===== src/rtl/sle_pkg.sv =====
// shared types, constants and codes for the sequential list engine
package sle_pkg;

    // list geometry
    localparam int CAPACITY   = 128;
    localparam int DATA_W     = 32;
    localparam int POS_W      = 8;
    localparam int FIDX_W     = 7;
    localparam int IDX_W      = (CAPACITY > 1) ? $clog2(CAPACITY) : 1;
    localparam int CNT_W      = $clog2(CAPACITY + 1);
    localparam int CMP_W      = (CNT_W > POS_W) ? CNT_W : POS_W;

    // match reduction grouping
    localparam int GROUP_SIZE  = 16;
    localparam int GLOC_W      = $clog2(GROUP_SIZE);
    localparam int NUM_GROUPS  = (CAPACITY + GROUP_SIZE - 1) / GROUP_SIZE;
    localparam int PAD_CELLS   = NUM_GROUPS * GROUP_SIZE;
    localparam int FULL_IDX_W  = (PAD_CELLS > 1) ? $clog2(PAD_CELLS) : 1;

    // operation codes
    localparam logic [1:0] OP_INSERT = 2'd0;
    localparam logic [1:0] OP_ERASE  = 2'd1;
    localparam logic [1:0] OP_FIND   = 2'd2;
    localparam logic [1:0] OP_CLEAR  = 2'd3;

    // status codes
    localparam logic [1:0] ST_OK    = 2'd0;
    localparam logic [1:0] ST_RANGE = 2'd1;
    localparam logic [1:0] ST_FULL  = 2'd2;

    // sequencer states
    typedef enum logic [1:0] {
        S_IDLE,
        S_GRP,
        S_FIN
    } state_t;

    // control broadcast to every cell
    typedef struct packed {
        logic                     ins_en;
        logic                     ers_en;
        logic [POS_W-1:0]         pos;
        logic [CNT_W-1:0]         count;
        logic signed [DATA_W-1:0] key;
    } cell_ctrl_t;

    // registered result of one group of cells
    typedef struct packed {
        logic                     hit;
        logic [GLOC_W-1:0]        idx;
        logic signed [DATA_W-1:0] val;
    } grp_res_t;

endpackage


===== src/rtl/sle_group.sv =====
// registered priority match and value merge over one group of cells
module sle_group (
    input  logic                                            clk,
    input  logic                                            capture,
    input  logic [sle_pkg::GROUP_SIZE-1:0]                  hit_vec,
    input  logic [sle_pkg::GROUP_SIZE-1:0][sle_pkg::DATA_W-1:0] val_vec,
    output sle_pkg::grp_res_t                               res
);
    import sle_pkg::*;

    grp_res_t res_reg;
    grp_res_t res_next;

    // lowest hit wins, selected values are one-hot so they merge by or
    always_comb
    begin
        res_next = '0;
        for (int j = GROUP_SIZE - 1; j >= 0; j--)
        begin
            if (hit_vec[j])
            begin
                res_next.hit = 1'b1;
                res_next.idx = GLOC_W'(j);
            end
            res_next.val = res_next.val | val_vec[j];
        end
    end

    always_ff @(posedge clk)
    begin
        if (capture)
            res_reg <= res_next;
    end

    assign res = res_reg;

endmodule

===== config.mk =====
export PLATFORM = sky130hd
export DESIGN_NAME = sle_group
export DESIGN_NICKNAME = d
export VERILOG_FILES = /design/src/rtl/sle_pkg.sv /design/src/rtl/sle_group.sv
export SDC_FILE = /design/constraint.sdc
export NUM_CORES = 1
export LEC_CHECK = 0
export ABC_AREA = 1
export BUFFER_PORTS_ARGS = -buffer_cell sky130_fd_sc_hd__buf_2
export CAP_MARGIN = 20
export CORE_AREA = 2 2 223 225
export CTS_CLUSTER_DIAMETER = 200
export DETAILED_ROUTE_END_ITERATION = 6
export DIE_AREA = 0 0 225 227
export SYNTH_ARGS = -nofsm -noshare
export SYNTH_HDL_FRONTEND = slang
export SYNTH_SLANG_ARGS = --single-unit

===== constraint.sdc =====
create_clock -name clk -period 1.1 [get_ports clk]
set_clock_uncertainty 0.2 [all_clocks]
set_input_delay 0.11 -clock clk [delete_from_list [all_inputs] [get_ports clk]]
set_output_delay 0.11 -clock clk [all_outputs]
set_load 0.05 [all_outputs]

* Word level (Yosys, flattened, before mapping) *
Index checks and enable logic that the tools add are counted.
W data, S select, Z words.

cells by class
  reduce and logical (&&, ||, !) cells = 4
  multiplexer cells = 15
  bitwise logic cells = 15

operators with widths
  cell               count
  $or A32 B32 Y32    15
  $mux W4            7
  $reduce_or A15 Y1  1
  $mux W3            4
  $reduce_or A8 Y1   1
  $mux W5            1
  $mux W2            2
  $reduce_or A4 Y1   1
  $reduce_or A2 Y1   1
  $mux W1            1

word-level totals
  output and inout bits = 37
  bits of input ports = 530
  register bits = 37
  word-level logic and storage cells = 40

* Longest topological paths before layout *
  depth in word-level cells = 15
  depth in mapped cells = 15
  mapped depth without buffers = 15

* Worst setup path before layout *
No wires, ideal clock.

  path kind = in2reg
  from = in hit_vec[14] in the netlist's numbering
  to = reg res_reg (netlist bit res[32]), data pin
  path buffers = 0
  arrival time = 0.724 ns
  required time = 0.647 ns
  stages on the path = 15
  path slack = -0.077 ns
  library setup time = 0.253 ns
  path through = inv_1 nand2_1 nand2_1 nand2_1 nand2_1 nand2_1 nand2_1 nand2_1 nand2_1 nand2_1 nand2_1 nand2_1 nand2_1 nand2_1 a21oi_2

between the ends
  cells in the longest elaborated chain, start to end = 14

ends and longest elaborated chain
  element                line             text
  from (decl)            sle_group.sv:5   input logic [sle_pkg::GROUP_SIZE-1:0] hit_vec,
  $mux W4 (7 in series)  sle_group.sv:20  if (hit_vec[j])
  $mux W3 (4 in series)  sle_group.sv:20
  $mux W2 (2 in series)  sle_group.sv:20
  $mux W1                sle_group.sv:20
  to (signal assigned)   sle_group.sv:32  res_reg <= res_next;
  to (decl)              sle_group.sv:11  grp_res_t res_reg;

Every way passes these cells.
A chain may end at the register's enable or synchronous reset.

* Worst setup path in the final report *
  from = reg res_reg (netlist bit res[17])
  to = out res[17] in the netlist's numbering

RTL lines
  element    line            text
  to (decl)  sle_group.sv:7  output sle_pkg::grp_res_t res

No word-level cell between the ends.

==> results.ini <==
[critical_path]
cp_num_buf_inv=1
crit_start=res[17]$_DFFE_PP_
cp_slowest_cell=edfxtp_1
crit_family=flip-flops
required_ps=790
crit_path_max_incr_delay_ps=460
arrival_ps=960
cp-start-kind=register
cp_max_fo=1
endpoint_kind=output pin
crit_chain=buf_6
path_class=reg2out

[sta]
whs_ps=-132
fmax_mhz=787
drv_slew=0
period_share_pct=116
min_period_ps=1270
finalHoldViolations=34
rsz0062_at_grt=true
finalSetupViolCount=37
worst_pin_slew_ps=406
tns_ps=-3010
relSlewSlack_pct=72.7
fin_ws_ps=-171

[cts]
cts_setup_buffers=0
cts_tree=yes
htree_levels=2
cts_buffers=5
holdBufCountCts=4
clock-sinks=37
clk_path_buf_depth=2
cts_root_buffer=clkbuf_16
clk_pin_slew_ps=70

[floorplan]
initial_core_util_pct=4.79
coreArea_um2=48500
num_io_pins=567
die_h_um=227
row_count=81
die_width_um=225
fp.dieArea_um2=51100

[place]
gp_congestion=0.876
port_buffers=566
place_area_um2=6090
dpl.hpwl_um=19900
place_inst=1446

[routing]
drt_iter0_drc=143
drt-total-wl_um=21800
wl_per_cell_um=14.9
num_vias=4755
first_pass_iters=4
vias_per_cell=3.25
antenna_left=0
drc=0

[grt]
grt_overflow=0
grt_first_pass_wirelength_um=26800
grt_max_degree=20
antenna_found_initial=14
grt_pass1_vias=4477
grt_util_all_layers_pct=7.70

[final_layout]
stdcell_area_um2=6530
drive_gt1_share_pct=71.1
seq_area_um2=1110
largest_reg_flops=37
fillers=5570
syn_to_final_growth_pct=181
multi_input_area_um2=1180
layout.nets=1364
fin_cells=1461

[synthesis]
synth_area_um2=2320
ys_types=13
synth_cells=245
ys_warn_count=0
synth_seq_cells=37
yosysSeqAreaShare_pct=47.8
syn_area_per_cell_um2=9.48
synthesis.nets=775

[worst_hold_path]
worstHoldStart=val_vec[295]
min_path_cells=3
hold_path_class=in2reg
whs_endpoint=res[7]$_DFFE_PP_

[run_status]
outcome=complete, but fails checks
violations=hold timing, setup timing

[power_and_ir_drop]
p_leak_nw=3.05
irDropWorstVdd_mv=0.399
p_per_area_nw_per_um2=750

[job]
max-cap-violations=0

==> synthesized netlist by cell type, drive strengths merged <==
master  number  area (um2)
nor3         2        15.0
edfxtp      37        1110
nand4       33         206
or2          1        6.26
nor2         5        18.8
a21oi        4        23.8
inv         16        60.1
nand3        2        10.0
nor4       129         807
o311ai       1        8.76
nand2       15        56.3
==> worst min-delay path, cell delays in order <==
cell and delay, ps:
buf_2 70, nor4_1 30, nand4_1 60
==> cell usage in the layout (no fill, tap or decap) <==
master and n:
o311ai_0 1, buf_4 11, or2_2 1, dlygate4sd3_1 3, clkbuf_1 1, edfxtp_1 37
inv_4 1, nand2_1 13, nand3_1 2, buf_2 526, clkinv_1 1, nor4_4 1
nor2_1 5, inv_1 14, buf_12 4, inv_2 1, nand4_1 33, a21oi_1 3
clkbuf_16 5, nor4_1 128, a21oi_2 1, buf_6 38, nor3_2 2, nand2_2 2
diode_2 5
==> power by group <==
group / switching [mW] / total (mW) / leakage (nW) / internal [mW]
registers: 0.0428 / 1.67 / 0.371 / 1.62
clock network: 0.694 / 1.52 / 0.0644 / 0.825
logic: 0.793 / 1.71 / 2.61 / 0.919
==> repair_timing <==
item | CTS | global route
gates cloned | 0 | 0
resized for setup | 70 | 10
endpoints found under the setup margin | 37 | 41
hold endpoints to repair | 38 | 33
pin swaps | 0 | 3
==> metal layers <==
metal	wire length, um	track usage (%)
met5	60	0
met4	799	3.93
met3	2520	3.01
met2	9910	12.4
met1	8560	8.85
==> through the flow <==
stage	utilization [%]	total power, mW	setup WS (ps)	hold slack [ps]
after floorplan	-	2.07	-77.1	22.5
after global placement	12.6	3.28	-269	188
after detailed placement	12.6	3.29	-282	188
after CTS	13.4	5.10	-212	-172
after global routing	13.4	5.25	-216	-151
final	13.4	4.90	-171	-132
==> worst max-delay path by stage <==
| stage | endpoint | slack (ps) | cells past startpoint |
|---|---|---|---|
| 2_1_floorplan | res[32]$_SDFFCE_PP0P_ | -80 | 15 |
| 3_3_place_gp | res[26]$_DFFE_PP_ | -270 | 4 |
| 3_5_place_dp | res[26]$_DFFE_PP_ | -280 | 4 |
| 4_1_cts | res[25] | -210 | 1 |
| 5_1_grt | res[25] | -220 | 1 |
| 6_report | res[17] | -170 | 1 |
==> logic make-up after synthesis <==
| family | share of synthesized area [%] |
|---|---|
| and+or+nand+nor | 48.2 |
| DFF | 47.8 |
| buffers and inverters | 2.58 |
| AOI/OAI and AO/OA | 1.40 |
==> area by class of cell <==
type                    instances  share of cell area (%)
diodes                          5                   0.192
clock buffers                   6                    1.97
clock inverters                 1                  0.0575
inverters                      16                   0.958
multi-input cells             192                    18.0
flip-flops and latches         37                    17.0
well taps                     622                    11.9
repair buffers                582                    49.8
No activity file was read; power rests on OpenSTA's default activity.
