[config.mk]
export PLATFORM = sky130hd
export DESIGN_NAME = sle_cell
export DESIGN_NICKNAME = d
export VERILOG_FILES = /design/src/rtl/sle_pkg.sv /design/src/rtl/sle_cell.sv
export SDC_FILE = /design/constraint.sdc
export NUM_CORES = 1
export LEC_CHECK = 0
export ABC_AREA = 1
export ABC_CLOCK_PERIOD_IN_PS = 2650
export BUFFER_PORTS_ARGS = -buffer_cell sky130_fd_sc_hd__buf_2
export CORE_UTILIZATION = 40
export CTS_CLUSTER_DIAMETER = 80
export DETAILED_ROUTE_END_ITERATION = 10
export PLACE_DENSITY = 0.82
export SLEW_MARGIN = 10
export SYNTH_ARGS = -nofsm -noshare
export SYNTH_HDL_FRONTEND = slang
export SYNTH_SLANG_ARGS = --single-unit
export TNS_END_PERCENT = 1
[constraint.sdc]
create_clock -name clk -period 2.65 [get_ports clk]
set_input_delay 0.3975 -clock clk [delete_from_list [all_inputs] [get_ports clk]]
set_output_delay 0.3975 -clock clk [all_outputs]
set_load 0.005 [all_outputs]
[src/rtl/sle_pkg.sv]
// shared types, constants and codes for the sequential list engine
package sle_pkg;

    // list geometry
    localparam int CAPACITY   = 128;
    localparam int DATA_W     = 32;
    localparam int POS_W      = 8;
    localparam int FIDX_W     = 7;
    localparam int IDX_W      = (CAPACITY > 1) ? $clog2(CAPACITY) : 1;
    localparam int CNT_W      = $clog2(CAPACITY + 1);
    localparam int CMP_W      = (CNT_W > POS_W) ? CNT_W : POS_W;

    // match reduction grouping
    localparam int GROUP_SIZE  = 16;
    localparam int GLOC_W      = $clog2(GROUP_SIZE);
    localparam int NUM_GROUPS  = (CAPACITY + GROUP_SIZE - 1) / GROUP_SIZE;
    localparam int PAD_CELLS   = NUM_GROUPS * GROUP_SIZE;
    localparam int FULL_IDX_W  = (PAD_CELLS > 1) ? $clog2(PAD_CELLS) : 1;

    // operation codes
    localparam logic [1:0] OP_INSERT = 2'd0;
    localparam logic [1:0] OP_ERASE  = 2'd1;
    localparam logic [1:0] OP_FIND   = 2'd2;
    localparam logic [1:0] OP_CLEAR  = 2'd3;

    // status codes
    localparam logic [1:0] ST_OK    = 2'd0;
    localparam logic [1:0] ST_RANGE = 2'd1;
    localparam logic [1:0] ST_FULL  = 2'd2;

    // sequencer states
    typedef enum logic [1:0] {
        S_IDLE,
        S_GRP,
        S_FIN
    } state_t;

    // control broadcast to every cell
    typedef struct packed {
        logic                     ins_en;
        logic                     ers_en;
        logic [POS_W-1:0]         pos;
        logic [CNT_W-1:0]         count;
        logic signed [DATA_W-1:0] key;
    } cell_ctrl_t;

    // registered result of one group of cells
    typedef struct packed {
        logic                     hit;
        logic [GLOC_W-1:0]        idx;
        logic signed [DATA_W-1:0] val;
    } grp_res_t;

endpackage

[src/rtl/sle_cell.sv]
// one list cell: holds an entry, shifts with its neighbors, compares locally
module sle_cell (
    input  logic                             clk,
    input  logic [sle_pkg::IDX_W-1:0]        cell_idx,
    input  sle_pkg::cell_ctrl_t              ctrl,
    input  logic signed [sle_pkg::DATA_W-1:0] left_data,
    input  logic signed [sle_pkg::DATA_W-1:0] right_data,
    output logic signed [sle_pkg::DATA_W-1:0] data,
    output logic                             hit,
    output logic signed [sle_pkg::DATA_W-1:0] sel_val
);
    import sle_pkg::*;

    logic signed [DATA_W-1:0] data_reg;
    logic signed [DATA_W-1:0] data_next;
    logic [CMP_W-1:0]         idx_ext;
    logic [CMP_W-1:0]         pos_ext;
    logic [CMP_W-1:0]         cnt_ext;

    assign idx_ext = CMP_W'(cell_idx);
    assign pos_ext = CMP_W'(ctrl.pos);
    assign cnt_ext = CMP_W'(ctrl.count);

    // local compare against the key, only for live entries
    assign hit     = (data_reg == ctrl.key) && (idx_ext < cnt_ext);
    assign sel_val = (idx_ext == pos_ext) ? data_reg : '0;
    assign data    = data_reg;

    // shift up on insert, down on erase
    always_comb
    begin
        data_next = data_reg;
        if (ctrl.ins_en)
        begin
            if (idx_ext > pos_ext)
                data_next = left_data;
            else if (idx_ext == pos_ext)
                data_next = ctrl.key;
        end
        else if (ctrl.ers_en)
        begin
            if (idx_ext >= pos_ext)
                data_next = right_data;
        end
    end

    always_ff @(posedge clk)
    begin
        data_reg <= data_next;
    end

endmodule

# Word-level counts from Yosys, hierarchy flattened
# Index checks and enable logic that the tools add are counted.
# Widths: inputs -> output; s select.
[op_classes]
magnitude_cmp = 3
n_eq_ne = 3
n_mux = 6
n_reduce_logical = 4
[op_table]
columns = ["op", "n"]
rows = [
  ["$mux 32", 6],
  ["$eq 32x32->1", 1],
  ["$eq 7x8->1", 1],
  ["$ge 7x8->1", 1],
  ["$gt 7x8->1", 1],
  ["$lt 7x8->1", 1],
  ["$reduce_bool 2->1", 2],
  ["$ne 3x1->1 const B", 1],
  ["$reduce_and 3->1", 1],
  ["$logic_and 1x1->1", 1],
]
[word_totals]
register_bits = 32
elab_cells = 17

# Logic depth before layout (Yosys ltp)
[logic_depth]
word_depth = 4
ltp_mapped = 14

# Worst setup path after synthesis
# No wires, ideal clock.
[synth_timing]
kind = "input to register"
startpoint = "in ctrl[46] (netlist name)"
endpoint = "reg data_reg[0], in the netlist data[0] (enable)"
setup_time_ns = 0.387
arrival_ns = 2.119
t_required_ns = 2.263
path_slack_ns = 0.145
cell_stages = 10
n_path_buf = 2
path_cell_list = "inv_1 -> ha_1 -> inv_1 -> nor3_4 -> nand4_4 -> buf_6 -> buf_6 -> nand3_1 -> o21ai_0 -> inv_1"
[synth_via]
elab_chain_len = 3
elab_cells_between_ends = 6
classes_between = "order compare: 2; eq/ne: 2; reduce/logical: 2"
[synth_lines]
columns = ["item", "line", "source"]
rows = [
  ["start: declaration", "sle_cell.sv:5", "input sle_pkg::cell_ctrl_t ctrl,"],
  ["$gt 7x8->1, or another cell as far along", "sle_cell.sv:35", "if (idx_ext > pos_ext)"],
  ["$ne 3x1->1 (no line) / $reduce_bool 2->1 (equally long branches)", "-", ""],
  ["$reduce_and 3->1 (no line) (*)", "-", ""],
  ["end signal: assignment", "sle_cell.sv:49", "data_reg <= data_next;"],
  ["end: declaration", "sle_cell.sv:14", "logic signed [DATA_W-1:0] data_reg;"],
]
# Every way passes the cells marked *; elsewhere a longest branch is shown, timed or not.
# A chain may end at the register's enable or synchronous reset.

# Worst setup path in the final report
[layout_timing]
startpoint = "in cell_idx[6] (netlist name)"
endpoint = "out sel_val[9] (netlist name)"
[layout_via]
elab_chain_len = 2
[layout_lines]
columns = ["item", "line", "source"]
rows = [
  ["start: declaration", "sle_cell.sv:4", "input logic [sle_pkg::IDX_W-1:0] cell_idx,"],
  ["$eq 7x8->1", "sle_cell.sv:26", "assign sel_val = (idx_ext == pos_ext) ? data_reg : '0;"],
  ["$mux 32", "sle_cell.sv:26", ""],
  ["end: declaration", "sle_cell.sv:10", "output logic signed [sle_pkg::DATA_W-1:0] sel_val"],
]
# Every way passes these cells.

==> impl_metrics.py <==
metrics = {
    "synth": {
        "async_flop_share": 0,
        "netlist.area_leader.share": 0.309,
        "syn_inst": 473,
        "postSynthAreaPerCell_um2": 6.57,
        "synth_top_cell_by_area": "edfxtp_1",
        "synth_mux_area_frac": 0,
        "syn-cell-area_mm2": 0.00311,
        "synth_area_leaders": "edfxtp_1 (31%), nand2_1 (17%), inv_1 (14%), nand3_1 (9.0%), ha_1 (5.2%)",
        "synth_top_family_by_area": "simple AND/OR/NAND/NOR gates",
        "synthXorXnorAreaFrac": 0.0535,
        "ys_ff_latch": 32,
        "synth_cell_types": 23,
        "synth_nets": 608,
        "synth_compound_area_frac": 0.0161,
        "ys_seq_area_frac": 0.309,
        "synth-main-ff-cell": "edfxtp_1",
        "synth_edf_count": 32,
        "ys_warn_count": 0,
        "synth-adder-area-share": 0.0523,
        "synth_simple_gate_area_frac": 0.383,
    },
    "worst_setup_path": {
        "worstSetupPathType": "input port to output port",
        "worstPathArrival_ns": 1.82,
        "critPathCaptureType": "output port",
        "crit_fanout": 33,
        "worstPathRequired_ns": 2.25,
        "worst_setup_path_start_kind": "input port",
    },
    "floorplan": {
        "core_area_mm2": 0.00737,
        "die_w_um": 90.2,
        "die-area_mm2": 0.00813,
        "num_io_pins": 187,
        "die_h_um": 90.2,
        "start_util": 0.422,
        "rows": 31,
    },
    "clock_tree": {
        "path_clk_slew_ns": 0.08,
        "cts_max_level": 2,
        "cts_buffers": 5,
        "postCtsSetupBuffers": 0,
        "root_buffer": "clkbuf_8",
        "clockBufferDepth": 2,
        "cts_sinks": 32,
        "cts_resized": 0,
        "cts_tree": "yes",
        "hold_buffers": 0,
    },
    "hold_path": {
        "min-delay-path-class": "input port to register",
    },
    "timing": {
        "worst_pin_slew_ns": 1.03,
        "setup_viol_count_final": 0,
        "finalSetupTns_ns": 0,
        "slew_viol_final": 0,
        "max_slew_margin": 0.312,
        "rsz0062_at_grt": "no",
        "max_freq_mhz": 451,
        "period_needed_ns": 2.22,
        "final.period_utilization": 0.837,
        "hold_violations": 0,
    },
    "place": {
        "hpwlAfterDp_um": 7500,
        "place_congestion": 0.826,
        "place_area_mm2": 0.00409,
        "portBuffers": 186,
    },
    "detailed_routing": {
        "vias": 3532,
        "drt_iter0_markers": 118,
        "drc": 0,
        "routed_wirelength_um": 9590,
        "avgViaCountPerCell": 4.68,
        "routedWlPerCell_um": 12.7,
        "ant_nets": 0,
        "firstDrtPassIters": 4,
    },
    "pwr": {
        "leakage_nw": 2.60,
        "powerDensity_mw_per_mm2": 378,
        "total_power_w": 0.00158,
        "vdd_ir_drop_max_v": 0.000193,
    },
    "global_routing": {
        "overflow": 0,
        "grt_usage": 0.232,
        "grt_pass1_wl_um": 15400,
        "grt_pass1_vias": 3407,
        "grt_max_degree": 34,
        "antenna_found_initial": 0,
    },
    "cells_and_area": {
        "diodes": 0,
        "final_nets": 789,
        "largest_reg_flops": 32,
        "final_cell_mix": "buf_2 (186), nand2_1 (139), inv_1 (118), nand3_1 (56), nor2_1 (43)",
        "drive_gt1_frac": 0.331,
        "fin_area_mm2": 0.00418,
        "final_common_cell": "buf_2",
        "area_delta_synth_final_pct": 34.3,
    },
    "run_status": {
        "status": "complete, no violations",
    },
    "flow_run": {
        "drv_cap": 0,
    },
}
## through the flow
stage	instances	utilization	hold WS, ns	setup slack [ns]
after floorplan	473	-	0.583	0.145
after global placement	746	0.555	0.668	0.442
after detailed placement	746	0.555	0.673	0.360
after CTS	754	0.567	0.366	0.450
after global routing	754	0.567	0.378	0.337
final	754	0.567	0.379	0.431
## layer usage
layer / GRT usage / wire length (µm) / up-vias
li1: - / - / 1790
met1: 0.269 / 3880 / 1585
met2: 0.432 / 4860 / 147
met3: 0.0491 / 732 / 10
met4: 0.0538 / 109 / 0
met5: 0 / 0 / -
## Yosys cell counts (4+ instances only)
library cell / n
ha_1: 13
nand3_2: 10
buf_2: 6
nand4_1: 10
clkbuf_1: 5
buf_6: 6
nand3_1: 56
nor2_1: 43
inv_1: 118
edfxtp_1: 32
nand2_1: 139
xnor2_1: 16
a21oi_1: 4
## critical path: stages
cell and delay, ns:
buf_2 0.11, ha_1 0.27, inv_1 0.07, nor3_4 0.24, nand4_4 0.15, buf_4 0.28
nor2_1 0.15, buf_2 0.13
## worst paths after layout
check | slack (ns) | cells after the start | endpoint | from
setup / recovery | 0.43 | 8 | sel_val[9] | cell_idx[6]
hold / removal | 0.38 | 3 | data[8] | right_data[8]
## layout make-up
class                   instances  area, µm²
clock buffers                   5       68.8
clock inverters                 3       18.8
fillers                       724       3190
inverters                     118        443
multi-input cells             303       1570
flip-flops and latches         32        961
well taps                      99        124
repair buffers                194        991
## cell families after synthesis
| family | after synthesis |
|---|---|
| AOI/OAI and AO/OA | 8 |
| xor gates and xnor gates | 19 |
| and+or+nand+nor | 263 |
| DFF | 32 |
| adders and majority gates | 13 |
| buffers and inverters | 138 |
## power by group
| group | switching, W | internal [W] |
|---|---|---|
| combinational | 0.000280 | 0.000226 |
| sequential | 0.0000485 | 0.000631 |
| clock | 0.000209 | 0.000183 |
(Power assumes the default switching activity.)
